==> config.mk <==
export PLATFORM = sky130hd
export DESIGN_NAME = outstanding_buffer_tracker
export DESIGN_NICKNAME = d
export VERILOG_FILES = /design/src/sv/obt_pkg.sv /design/src/sv/obt_ram.sv /design/src/sv/obt_scan.sv /design/src/sv/outstanding_buffer_tracker.sv
export SDC_FILE = /design/constraint.sdc
export NUM_CORES = 2
export LEC_CHECK = 0
export BUFFER_PORTS_ARGS = -buffer_cell sky130_fd_sc_hd__buf_2
export CORE_ASPECT_RATIO = 0.5
export CORE_MARGIN = 3
export CORE_UTILIZATION = 46
export CTS_CLUSTER_SIZE = 8
export DETAILED_ROUTE_END_ITERATION = 16
export PLACE_DENSITY_LB_ADDON = 0.2
export SLEW_MARGIN = 0
export SYNTH_ARGS = -nofsm -noshare
export SYNTH_HDL_FRONTEND = slang
export SYNTH_SLANG_ARGS = --single-unit
==> constraint.sdc <==
create_clock -name i_clk -period 10.9 [get_ports i_clk]
set_input_delay 3.27 -clock i_clk [delete_from_list [all_inputs] [get_ports i_clk]]
set_output_delay 3.27 -clock i_clk [all_outputs]
set_load 0.005 [all_outputs]
==> src/sv/obt_pkg.sv <==
// ----------------------------------------------------------------------------
// obt_pkg
// Shared types and constants of the outstanding buffer tracker.
// ----------------------------------------------------------------------------
`default_nettype none

package obt_pkg;

    // Defaults of the top-level parameters.
    localparam int DEPTH_DEF     = 32;
    localparam int KEY_WIDTH_DEF = 32;

    // Fixed widths of the stream fields.
    localparam int FUNC_W  = 2;
    localparam int KEY_W   = 32;
    localparam int TAG_W   = 8;
    localparam int TAGS_W  = 3 * TAG_W;
    localparam int SLOT_W  = 5;
    localparam int LIVE_W  = 6;
    localparam int DUMP_W  = 32;
    localparam int IN_DATA_W  = 56;
    localparam int OUT_DATA_W = 104;
    localparam int OUT_PAD_W  = OUT_DATA_W - (SLOT_W + KEY_W + TAGS_W + LIVE_W + DUMP_W);

    // Operation codes.
    localparam logic [FUNC_W-1:0] FN_INSERT = 2'd0;
    localparam logic [FUNC_W-1:0] FN_FREE   = 2'd1;
    localparam logic [FUNC_W-1:0] FN_DUMP   = 2'd2;
    localparam logic [FUNC_W-1:0] FN_UNUSED = 2'd3;

    // Result status codes.
    typedef enum logic [2:0] {
        ST_INSERTED   = 3'd0,
        ST_FULL       = 3'd1,
        ST_FREED      = 3'd2,
        ST_NOT_FOUND  = 3'd3,
        ST_DUMP_ENTRY = 3'd4,
        ST_DUMP_TOTAL = 3'd5,
        ST_BAD_KEY    = 3'd6
    } t_status;

    // One result item as produced by the sequencer.
    typedef struct packed {
        t_status             status;
        logic [SLOT_W-1:0]   slot;
        logic [KEY_W-1:0]    key;
        logic [TAG_W-1:0]    src;
        logic [TAG_W-1:0]    dst;
        logic [TAG_W-1:0]    evt;
        logic [LIVE_W-1:0]   live;
        logic [DUMP_W-1:0]   dump;
        logic                last;
    } t_result;

endpackage

`default_nettype wire

==> src/sv/obt_ram.sv <==
// ----------------------------------------------------------------------------
// obt_ram
// Generic single-write, single-read RAM with a registered read port.
// ----------------------------------------------------------------------------
`default_nettype none

module obt_ram #(
    parameter int WIDTH = 8,
    parameter int DEPTH = 32
) (
    input  wire logic                     i_clk,
    input  wire logic                     i_wr_en,
    input  wire logic [$clog2(DEPTH)-1:0] i_wr_addr,
    input  wire logic [WIDTH-1:0]         i_wr_data,
    input  wire logic [$clog2(DEPTH)-1:0] i_rd_addr,
    output logic      [WIDTH-1:0]         o_rd_data
);

    logic [WIDTH-1:0] r_mem [DEPTH];

    // Write port.
    always_ff @(posedge i_clk) begin
        if (i_wr_en) begin
            r_mem[i_wr_addr] <= i_wr_data;
        end
    end

    // Registered read port.
    always_ff @(posedge i_clk) begin
        o_rd_data <= r_mem[i_rd_addr];
    end

endmodule

`default_nettype wire

==> src/sv/obt_scan.sv <==
// ----------------------------------------------------------------------------
// obt_scan
// Slot sequencer: walks one slot index over the table with a single key
// comparator, keeps valid bits, the live count and the dump number.
// ----------------------------------------------------------------------------
`default_nettype none

module obt_scan #(
    parameter int DEPTH    = 32,
    parameter int KEY_BITS = 32
) (
    input  wire logic                          i_clk,
    input  wire logic                          i_rst_n,
    input  wire logic                          i_start,
    input  wire logic [obt_pkg::FUNC_W-1:0]    i_func,
    input  wire logic [obt_pkg::KEY_W-1:0]     i_key,
    input  wire logic [obt_pkg::TAGS_W-1:0]    i_tags,
    input  wire logic                          i_out_free,
    input  wire logic [KEY_BITS-1:0]           i_rd_key,
    input  wire logic [obt_pkg::TAGS_W-1:0]    i_rd_tags,
    output logic                               o_ready,
    output logic                               o_emit,
    output obt_pkg::t_result                   o_result,
    output logic [$clog2(DEPTH)-1:0]           o_rd_addr,
    output logic                               o_wr_en,
    output logic [$clog2(DEPTH)-1:0]           o_wr_addr,
    output logic [KEY_BITS-1:0]                o_wr_key,
    output logic [obt_pkg::TAGS_W-1:0]         o_wr_tags
);

    import obt_pkg::*;

    localparam int IW = $clog2(DEPTH);
    localparam int CW = $clog2(DEPTH + 1);

    typedef enum logic [2:0] {
        S_IDLE  = 3'b001,
        S_SCAN  = 3'b010,
        S_FINAL = 3'b100
    } t_state;

    t_state              r_state,  n_state;
    logic [FUNC_W-1:0]   r_func,   n_func;
    logic [KEY_BITS-1:0] r_key,    n_key;
    logic [TAGS_W-1:0]   r_tags,   n_tags;
    logic [IW-1:0]       r_idx,    n_idx;
    logic [DEPTH-1:0]    r_valid,  n_valid;
    logic [CW-1:0]       r_count,  n_count;
    logic [DUMP_W-1:0]   r_dump,   n_dump;
    t_status             r_fin,    n_fin;

    logic                cur_valid;
    logic                last_idx;
    logic                hit;
    logic [KEY_BITS-1:0] in_key;

    assign in_key    = i_key[KEY_BITS-1:0];
    assign cur_valid = r_valid[r_idx];
    assign last_idx  = (r_idx == IW'(DEPTH - 1));
    assign hit       = cur_valid && (i_rd_key == r_key);

    // The read address is the next index and the RAM read is registered, so the
    // RAM data seen in a cycle belongs to the current slot.
    assign o_rd_addr = n_idx;
    assign o_ready   = (r_state == S_IDLE);
    assign o_wr_addr = r_idx;
    assign o_wr_key  = r_key;
    assign o_wr_tags = r_tags;

    // Sequencer.
    always_comb begin
        n_state  = r_state;
        n_func   = r_func;
        n_key    = r_key;
        n_tags   = r_tags;
        n_idx    = r_idx;
        n_valid  = r_valid;
        n_count  = r_count;
        n_dump   = r_dump;
        n_fin    = r_fin;
        o_emit   = 1'b0;
        o_result = '0;
        o_wr_en  = 1'b0;

        case (r_state)
            S_IDLE: begin
                n_idx = '0;
                if (i_start) begin
                    n_func = i_func;
                    n_key  = in_key;
                    n_tags = i_tags;
                    case (i_func)
                        FN_INSERT: begin
                            if (in_key == '0) begin
                                n_fin   = ST_BAD_KEY;
                                n_state = S_FINAL;
                            end else if (r_count >= CW'(DEPTH)) begin
                                n_fin   = ST_FULL;
                                n_state = S_FINAL;
                            end else begin
                                n_state = S_SCAN;
                            end
                        end
                        FN_FREE: begin
                            if (in_key == '0) begin
                                n_fin   = ST_BAD_KEY;
                                n_state = S_FINAL;
                            end else begin
                                n_state = S_SCAN;
                            end
                        end
                        FN_DUMP: begin
                            n_state = S_SCAN;
                        end
                        default: begin
                        end
                    endcase
                end
            end

            S_SCAN: begin
                case (r_func)
                    FN_INSERT: begin
                        if (!cur_valid) begin
                            // Lowest free slot found: write it once the
                            // result can be delivered.
                            if (i_out_free) begin
                                o_emit          = 1'b1;
                                o_wr_en         = 1'b1;
                                n_valid[r_idx]  = 1'b1;
                                n_count         = r_count + CW'(1);
                                o_result.status = ST_INSERTED;
                                o_result.slot   = SLOT_W'(r_idx);
                                o_result.key    = KEY_W'(r_key);
                                o_result.src    = r_tags[23:16];
                                o_result.dst    = r_tags[15:8];
                                o_result.evt    = r_tags[7:0];
                                o_result.live   = LIVE_W'(n_count);
                                o_result.last   = 1'b1;
                                n_state         = S_IDLE;
                            end
                        end else if (last_idx) begin
                            n_fin   = ST_FULL;
                            n_state = S_FINAL;
                        end else begin
                            n_idx = r_idx + IW'(1);
                        end
                    end
                    FN_FREE: begin
                        if (hit) begin
                            if (i_out_free) begin
                                o_emit          = 1'b1;
                                n_valid[r_idx]  = 1'b0;
                                if (r_count != '0) begin
                                    n_count = r_count - CW'(1);
                                end
                                o_result.status = ST_FREED;
                                o_result.slot   = SLOT_W'(r_idx);
                                o_result.key    = KEY_W'(i_rd_key);
                                o_result.src    = i_rd_tags[23:16];
                                o_result.dst    = i_rd_tags[15:8];
                                o_result.evt    = i_rd_tags[7:0];
                                o_result.live   = LIVE_W'(n_count);
                                o_result.last   = 1'b1;
                                n_state         = S_IDLE;
                            end
                        end else if (last_idx) begin
                            n_fin   = ST_NOT_FOUND;
                            n_state = S_FINAL;
                        end else begin
                            n_idx = r_idx + IW'(1);
                        end
                    end
                    default: begin
                        // Dump: report each valid slot, stalling on the
                        // output as needed.
                        if (!cur_valid || i_out_free) begin
                            if (cur_valid) begin
                                o_emit          = 1'b1;
                                o_result.status = ST_DUMP_ENTRY;
                                o_result.slot   = SLOT_W'(r_idx);
                                o_result.key    = KEY_W'(i_rd_key);
                                o_result.src    = i_rd_tags[23:16];
                                o_result.dst    = i_rd_tags[15:8];
                                o_result.evt    = i_rd_tags[7:0];
                                o_result.live   = LIVE_W'(r_count);
                                o_result.dump   = r_dump;
                            end
                            if (last_idx) begin
                                n_fin   = ST_DUMP_TOTAL;
                                n_state = S_FINAL;
                            end else begin
                                n_idx = r_idx + IW'(1);
                            end
                        end
                    end
                endcase
            end

            S_FINAL: begin
                // Single closing result without entry fields.
                if (i_out_free) begin
                    o_emit          = 1'b1;
                    o_result.status = r_fin;
                    o_result.live   = LIVE_W'(r_count);
                    o_result.last   = 1'b1;
                    if (r_fin == ST_DUMP_TOTAL) begin
                        o_result.dump = r_dump;
                        n_dump        = r_dump + DUMP_W'(1);
                    end
                    n_state = S_IDLE;
                end
            end

            default: begin
                n_state = S_IDLE;
            end
        endcase
    end

    // Control state.
    always_ff @(posedge i_clk) begin
        if (!i_rst_n) begin
            r_state <= S_IDLE;
            r_valid <= '0;
            r_count <= '0;
            r_dump  <= '0;
            r_idx   <= '0;
        end else begin
            r_state <= n_state;
            r_valid <= n_valid;
            r_count <= n_count;
            r_dump  <= n_dump;
            r_idx   <= n_idx;
        end
    end

    // Operation payload.
    always_ff @(posedge i_clk) begin
        r_func <= n_func;
        r_key  <= n_key;
        r_tags <= n_tags;
        r_fin  <= n_fin;
    end

endmodule

`default_nettype wire

==> src/sv/outstanding_buffer_tracker.sv <==
// ----------------------------------------------------------------------------
// outstanding_buffer_tracker
// Table of outstanding buffers with insert, free and dump operations.
// ----------------------------------------------------------------------------
//
//  Channel   Dir  tdata fields (low bit first)                      tuser   tlast
//  s_axis    in   key, src_entity, dst_entity, event_tag            func    -
//  m_axis    out  slot, entry_key, entry_src, entry_dst,            status  last
//                 entry_event, live_count, dump_number, zero pad
//
// One item at a time: a single slot index walks the table, one slot per cycle
// while the output does not stall, against one read address shared by the key
// and tag RAMs and a single key comparator. Reset clears valid bits, the live
// count and the dump number at once; the key and tag RAMs need no clearing pass.
// The result register lets the next item enter while the last result waits.
// ----------------------------------------------------------------------------
`default_nettype none

module outstanding_buffer_tracker #(
    parameter int DEPTH     = obt_pkg::DEPTH_DEF,
    parameter int KEY_WIDTH = obt_pkg::KEY_WIDTH_DEF
) (
    input  wire logic                              i_clk,
    input  wire logic                              i_rst_n,
    input  wire logic                              i_s_axis_tvalid,
    output logic                                   o_s_axis_tready,
    // key[31:0], src_entity[39:32], dst_entity[47:40], event_tag[55:48]
    input  wire logic [obt_pkg::IN_DATA_W-1:0]     i_s_axis_tdata,
    // func[1:0]
    input  wire logic [obt_pkg::FUNC_W-1:0]        i_s_axis_tuser,
    output logic                                   o_m_axis_tvalid,
    input  wire logic                              i_m_axis_tready,
    // slot[4:0], entry_key[36:5], entry_src[44:37], entry_dst[52:45],
    // entry_event[60:53], live_count[66:61], dump_number[98:67], zero[103:99]
    output logic [obt_pkg::OUT_DATA_W-1:0]         o_m_axis_tdata,
    // status[2:0]
    output logic [2:0]                             o_m_axis_tuser,
    output logic                                   o_m_axis_tlast
);

    import obt_pkg::*;

    localparam int KW = (KEY_WIDTH < KEY_W) ? KEY_WIDTH : KEY_W;
    localparam int IW = $clog2(DEPTH);

    logic              w_accept;
    logic              w_ready;
    logic              w_emit;
    logic              w_out_free;
    t_result           w_result;
    logic [IW-1:0]     w_rd_addr;
    logic              w_wr_en;
    logic [IW-1:0]     w_wr_addr;
    logic [KW-1:0]     w_wr_key;
    logic [TAGS_W-1:0] w_wr_tags;
    logic [KW-1:0]     w_rd_key;
    logic [TAGS_W-1:0] w_rd_tags;
    logic [TAGS_W-1:0] w_in_tags;

    logic              r_out_vld;
    t_result           r_out;

    assign o_s_axis_tready = w_ready;
    assign w_accept        = i_s_axis_tvalid && w_ready;
    assign w_out_free      = !r_out_vld || i_m_axis_tready;
    assign w_in_tags       = {i_s_axis_tdata[39:32], i_s_axis_tdata[47:40],
                              i_s_axis_tdata[55:48]};

    // Key and tag stores.
    obt_ram #(
        .WIDTH (KW),
        .DEPTH (DEPTH)
    ) u_key_ram (
        .i_clk     (i_clk),
        .i_wr_en   (w_wr_en),
        .i_wr_addr (w_wr_addr),
        .i_wr_data (w_wr_key),
        .i_rd_addr (w_rd_addr),
        .o_rd_data (w_rd_key)
    );

    obt_ram #(
        .WIDTH (TAGS_W),
        .DEPTH (DEPTH)
    ) u_tag_ram (
        .i_clk     (i_clk),
        .i_wr_en   (w_wr_en),
        .i_wr_addr (w_wr_addr),
        .i_wr_data (w_wr_tags),
        .i_rd_addr (w_rd_addr),
        .o_rd_data (w_rd_tags)
    );

    // Slot sequencer.
    obt_scan #(
        .DEPTH    (DEPTH),
        .KEY_BITS (KW)
    ) u_scan (
        .i_clk      (i_clk),
        .i_rst_n    (i_rst_n),
        .i_start    (w_accept),
        .i_func     (i_s_axis_tuser),
        .i_key      (i_s_axis_tdata[31:0]),
        .i_tags     (w_in_tags),
        .i_out_free (w_out_free),
        .i_rd_key   (w_rd_key),
        .i_rd_tags  (w_rd_tags),
        .o_ready    (w_ready),
        .o_emit     (w_emit),
        .o_result   (w_result),
        .o_rd_addr  (w_rd_addr),
        .o_wr_en    (w_wr_en),
        .o_wr_addr  (w_wr_addr),
        .o_wr_key   (w_wr_key),
        .o_wr_tags  (w_wr_tags)
    );

    // Output register.
    always_ff @(posedge i_clk) begin
        if (!i_rst_n) begin
            r_out_vld <= 1'b0;
        end else if (w_emit) begin
            r_out_vld <= 1'b1;
        end else if (i_m_axis_tready) begin
            r_out_vld <= 1'b0;
        end
    end

    always_ff @(posedge i_clk) begin
        if (w_emit) begin
            r_out <= w_result;
        end
    end

    assign o_m_axis_tvalid = r_out_vld;
    assign o_m_axis_tuser  = r_out.status;
    assign o_m_axis_tlast  = r_out.last;
    assign o_m_axis_tdata  = {{OUT_PAD_W{1'b0}}, r_out.dump, r_out.live, r_out.evt,
                              r_out.dst, r_out.src, r_out.key, r_out.slot};

    // A result is only produced when the output register can take it.
    a_emit_room: assert property (@(posedge i_clk) disable iff (!i_rst_n)
        w_emit |-> w_out_free)
        else $error("result produced while output register is occupied");

    // Any real operation leaves the block busy in the cycle after it is accepted.
    a_busy_after_start: assert property (@(posedge i_clk) disable iff (!i_rst_n)
        (w_accept && (i_s_axis_tuser != FN_UNUSED)) |=> !o_s_axis_tready)
        else $error("ready stayed high after an operation was accepted");

    // The final result of an operation returns the sequencer to idle.
    a_last_ends_op: assert property (@(posedge i_clk) disable iff (!i_rst_n)
        (w_emit && w_result.last) |=> o_s_axis_tready)
        else $error("sequencer still busy after the final result");

    // Dump entries never close an operation.
    a_entry_not_last: assert property (@(posedge i_clk) disable iff (!i_rst_n)
        (w_emit && (w_result.status == ST_DUMP_ENTRY)) |-> !w_result.last)
        else $error("dump entry marked as final result");

endmodule

`default_nettype wire
==> metrics.md <==
| Metric | Value |
|---|---|
| Setup repair bufs after CTS | `0` |
| Ordered list of cells on the worst path | `buf_2 > nor2b_1 > or3_1 > nor2_4 > nand2_1 > nor2_4 > buf_4` |
| Actual slew at the worst max-slew pin | `1.30 ns` |
| Part of the Yosys area used for sequential elements | `0.745` |
| Critical path capture point type | `register` |
| Final Critical Period | `7.21 ns` |
| Largest clock skew in the final design | `0.0629 ns` |
| DIE HEIGHT | `305 µm` |
| Final total negative setup slack | `0 ns` |
| Async S/R FF share, synth | `0` |
| Unique masters post-synth | `between 70 and 80` |
| Detailed-routing iteration count for the pre-antenna-repair pass | `8` |
| Mean instance size in the synthesized netlist | `between 10 and 15 µm²` |
| Core area | `roughly 180,000 µm²` |
| Number of endpoints failing setup at the final stage | `0` |
| Iter 0 DRT Violations | `between 6,000 and 7,000` |
| Row Count | `109` |
| Vias in the first global route | `49,100` |
| Routed via count | `51,400` |
| Critical path buffers and inverters | `2` |
| Maximum achievable frequency | `0.139 GHz` |
| Starting density of the core | `0.465` |
| Min-delay worst type | `reg -> reg` |
| Final core utilization | `0.533` |
| Cell type with the largest total area after synthesis | `sky130_fd_sc_hd__edfxtp_1` |
| Port buffer count | `166` |
| Die outline width | `605 µm` |
| Delay of the slowest cell on the worst path | `1.13 ns` |
| Ranking of synthesized cells by area | `sky130_fd_sc_hd__edfxtp_1 (71%), sky130_fd_sc_hd__nand2_1 (4.3%), sky130_fd_sc_hd__a211oi_1 (4.2%)` |
| Most common library cell in the layout ignoring fill and taps | `sky130_fd_sc_hd__edfxtp_1` |
| Highest net fanout along the worst path | `35` |
| Overall overflow remaining after global route | `0` |
| Nets | `5,984` |
| Worst max-slew margin expressed relative to the limit | `0.131` |
| Yosys warning total | `0` |
| Maximum level of the CTS H-tree | `5` |
| Clock edge transition at the registers on the reported setup and hold paths | `approximately 0.050 ns` |
| Count of pins on the block boundary | `172` |
| DRT Wirelength | `234 mm` |
| Leakage | `30.4 nW` |
| Worst-skew pair later-pin latency | `0.82 ns` |
| VDD IR max | `0.116 mV` |
| Worst path most repeated cell | `sky130_fd_sc_hd__nor2_4` |
| Number of nets still failing antenna checks after routing | `0` |
| Share of the synthesized area in the top cell type | `0.712` |
| Worst-case setup margin in the final layout | `3.69 ns` |
| Post-synthesis instance area | `82,500 µm²` |
| Setup repair after global routing missed its margin | `no` |
| Slowest CP cell | `sky130_fd_sc_hd__nor2_4` |
| Clock tree from TritonCTS | `done` |
| Number of flops mapped to enable cells by yosys | `~2,000` |
| Met2 Wirelength | `102 mm` |
| Final number of max-transition violations | `0` |
| Uppermost layer routed | `met4` |
| Commonest cells after routing, fill and taps aside | `sky130_fd_sc_hd__edfxtp_1 (1,956), sky130_fd_sc_hd__nand2_1 (947), sky130_fd_sc_hd__a211oi_1 (458)` |
| Max Cap Viol | `0` |
| CP Class | `in -> reg` |
| Vias per cell | `6.04` |
| Routed met3 length | `22.5 mm` |
| Aggregate global-route resource usage | `0.248` |
| Critical path launch point type | `input port` |
| Full die area | `~180,000 µm²` |
| Maximum clock path buffer count | `4` |
| Hold-fix buffer count after cts | `0` |
| Detailed placer's ending HPWL | `~130 mm` |
| CTS-repair resized insts | `0` |
| Root buf cell | `sky130_fd_sc_hd__clkbuf_16` |
| First-pass GRT wire length | `between 300 and 400 mm` |
| Ratio of final minimum period to clock period | `0.662` |
| Register bit count reported by yosys | `2,091` |
| Post-route DRC violation count | `0` |
| Hold violation total from the final report | `0` |
| Clock tree sinks | `2,091` |
| Placement-stage worst setup slack | `2.94 ns` |
| Most instantiated flip-flop cell in the synthesis netlist | `sky130_fd_sc_hd__edfxtp_1` |
| Worst endpoint required time | `roughly 11 ns` |
| Number of buffers inserted during clock tree synthesis | `303` |
| Power density relative to cell area | `192 nW/µm²` |
| Average routed wire per standard cell | `27.5 µm` |
| Initial antenna violation count | `4` |
| Cell family with the largest share of critical-path delay | `simple AND/OR/NAND/NOR gates` |
| Largest net degree at the start of global routing | `220` |
| Data arrival at the endpoint of the critical path | `approximately 7.7 ns` |
| Number of instances in the synthesized netlist | `5,701` |
| Wire length on met1 | `104 mm` |
| Ratio of cells with drive above 1 in the final layout | `0.129` |
| Routability-driven placement congestion ratio | `about 0.85` |
| Status | `finished, final reports clean` |
| Layout Area Growth over Synthesis | `14.5%` |
power by group:
group / internal [mW] / leakage [nW] / switching (mW)
combinational: 0.184 / 7.69 / 0.516
sequential: 8.85 / 18.6 / 0.0526
clock: 5.25 / 4.11 / 3.30
total: 14.3 / 30.4 / 3.87
metal layers:
layer | track usage | up-vias
met5 | 0 | -
met4 | 0.0666 | 0
met3 | 0.0514 | 341
met2 | 0.363 | 2526
met1 | 0.376 | 26200
li1 | - | 22300
layout make-up:
class                      instances  area, µm²
timing repair buffer             306       2040
antenna                            1       2.50
multi-input combinational       3187      19300
clock buffer                     495       8430
clock inverter                    16        176
tap                             2386       2990
inverter                          22       82.6
sequential                      2091      61400
fill                           14200      82900
tightest hold or removal path: cells and delay by family, from the launching register on:
family	cells	cell delay (ns)
flops	1	0.30
compound gates	2	0.12
kinds of logic (layout without fill, tap and decap cells):
kind of cell    Yosys count  after routing  synth area share
fa+ha+maj                11             11           0.00167
compound gates         1332           1332             0.114
flops                  2091           2091             0.745
buf+inv                 427            839            0.0252
mux                      30             30           0.00376
xor+xnor                 58             58           0.00616
other cells               1              6         0.0000455
simple gates           1751           1751             0.104
through the flow:
step / cell area [µm²] / power [mW] / cells / hold slack (ns)
6_report: 94500 / 18.2 / 8504 / 0.473
5_1_grt: 94500 / 18.7 / 8503 / 0.505
4_1_cts: 94500 / 18.3 / 8503 / 0.474
3_5_place_dp: 85900 / 9.75 / 7992 / 0.467
3_3_place_gp: 85900 / 9.74 / 7992 / 0.460
2_1_floorplan: 82500 / 9.48 / 5705 / 0.453
Yosys cell counts (11+ instances only):
cell / count
sky130_fd_sc_hd__xor2_1: 47
sky130_fd_sc_hd__mux2i_1: 28
sky130_fd_sc_hd__nand3_1: 26
sky130_fd_sc_hd__ha_1: 11
sky130_fd_sc_hd__o21a_1: 22
sky130_fd_sc_hd__nand2_1: 948
sky130_fd_sc_hd__xnor2_1: 11
sky130_fd_sc_hd__clkbuf_2: 17
sky130_fd_sc_hd__dfxtp_1: 135
sky130_fd_sc_hd__nor2_1: 127
sky130_fd_sc_hd__and2_0: 267
sky130_fd_sc_hd__nor4_2: 51
sky130_fd_sc_hd__a21oi_1: 34
sky130_fd_sc_hd__edfxtp_1: 1956
sky130_fd_sc_hd__buf_2: 138
sky130_fd_sc_hd__and2_1: 183
sky130_fd_sc_hd__a31oi_1: 445
sky130_fd_sc_hd__nor4_1: 30
sky130_fd_sc_hd__a22o_1: 60
sky130_fd_sc_hd__or3_1: 16
sky130_fd_sc_hd__buf_6: 14
sky130_fd_sc_hd__o22ai_2: 40
sky130_fd_sc_hd__o21ai_0: 35
sky130_fd_sc_hd__a211oi_1: 458
sky130_fd_sc_hd__nor2b_1: 33
sky130_fd_sc_hd__buf_4: 48
sky130_fd_sc_hd__o22ai_1: 183
sky130_fd_sc_hd__buf_1: 16
sky130_fd_sc_hd__clkbuf_1: 172
sky130_fd_sc_hd__and3_1: 13
sky130_fd_sc_hd__inv_1: 21
worst paths after layout:
path         slack [ns]  cells past startpoint                       to                 from
max                3.69                      7  u_key_ram.r_mem[26][26]      i_m_axis_tready
min                0.47                      2                 register             register
min reg2reg        0.47                      2                 register             register
max reg2reg        3.74                     13   u_key_ram.o_rd_data[3]  u_scan.o_wr_key[14]
flip-flops by register name, summed over array words and instances (netlist names), named ones only:
name / flops
o_m_axis_tlast: 1
o_m_axis_tvalid: 1
o_m_axis_tuser: 3
u_tag_ram.r_mem: 768
u_scan.r_func: 2
u_scan.o_wr_tags: 24
u_scan.r_dump: 32
u_scan.r_fin: 3
u_scan.r_count: 6
u_key_ram.r_mem: 1024
u_tag_ram.o_rd_data: 24
u_key_ram.o_rd_data: 32
o_m_axis_tdata: 99
u_scan.o_wr_key: 32
u_scan.r_state: 3
u_scan.o_wr_addr: 5
Power figures use the tool's default switching activity.
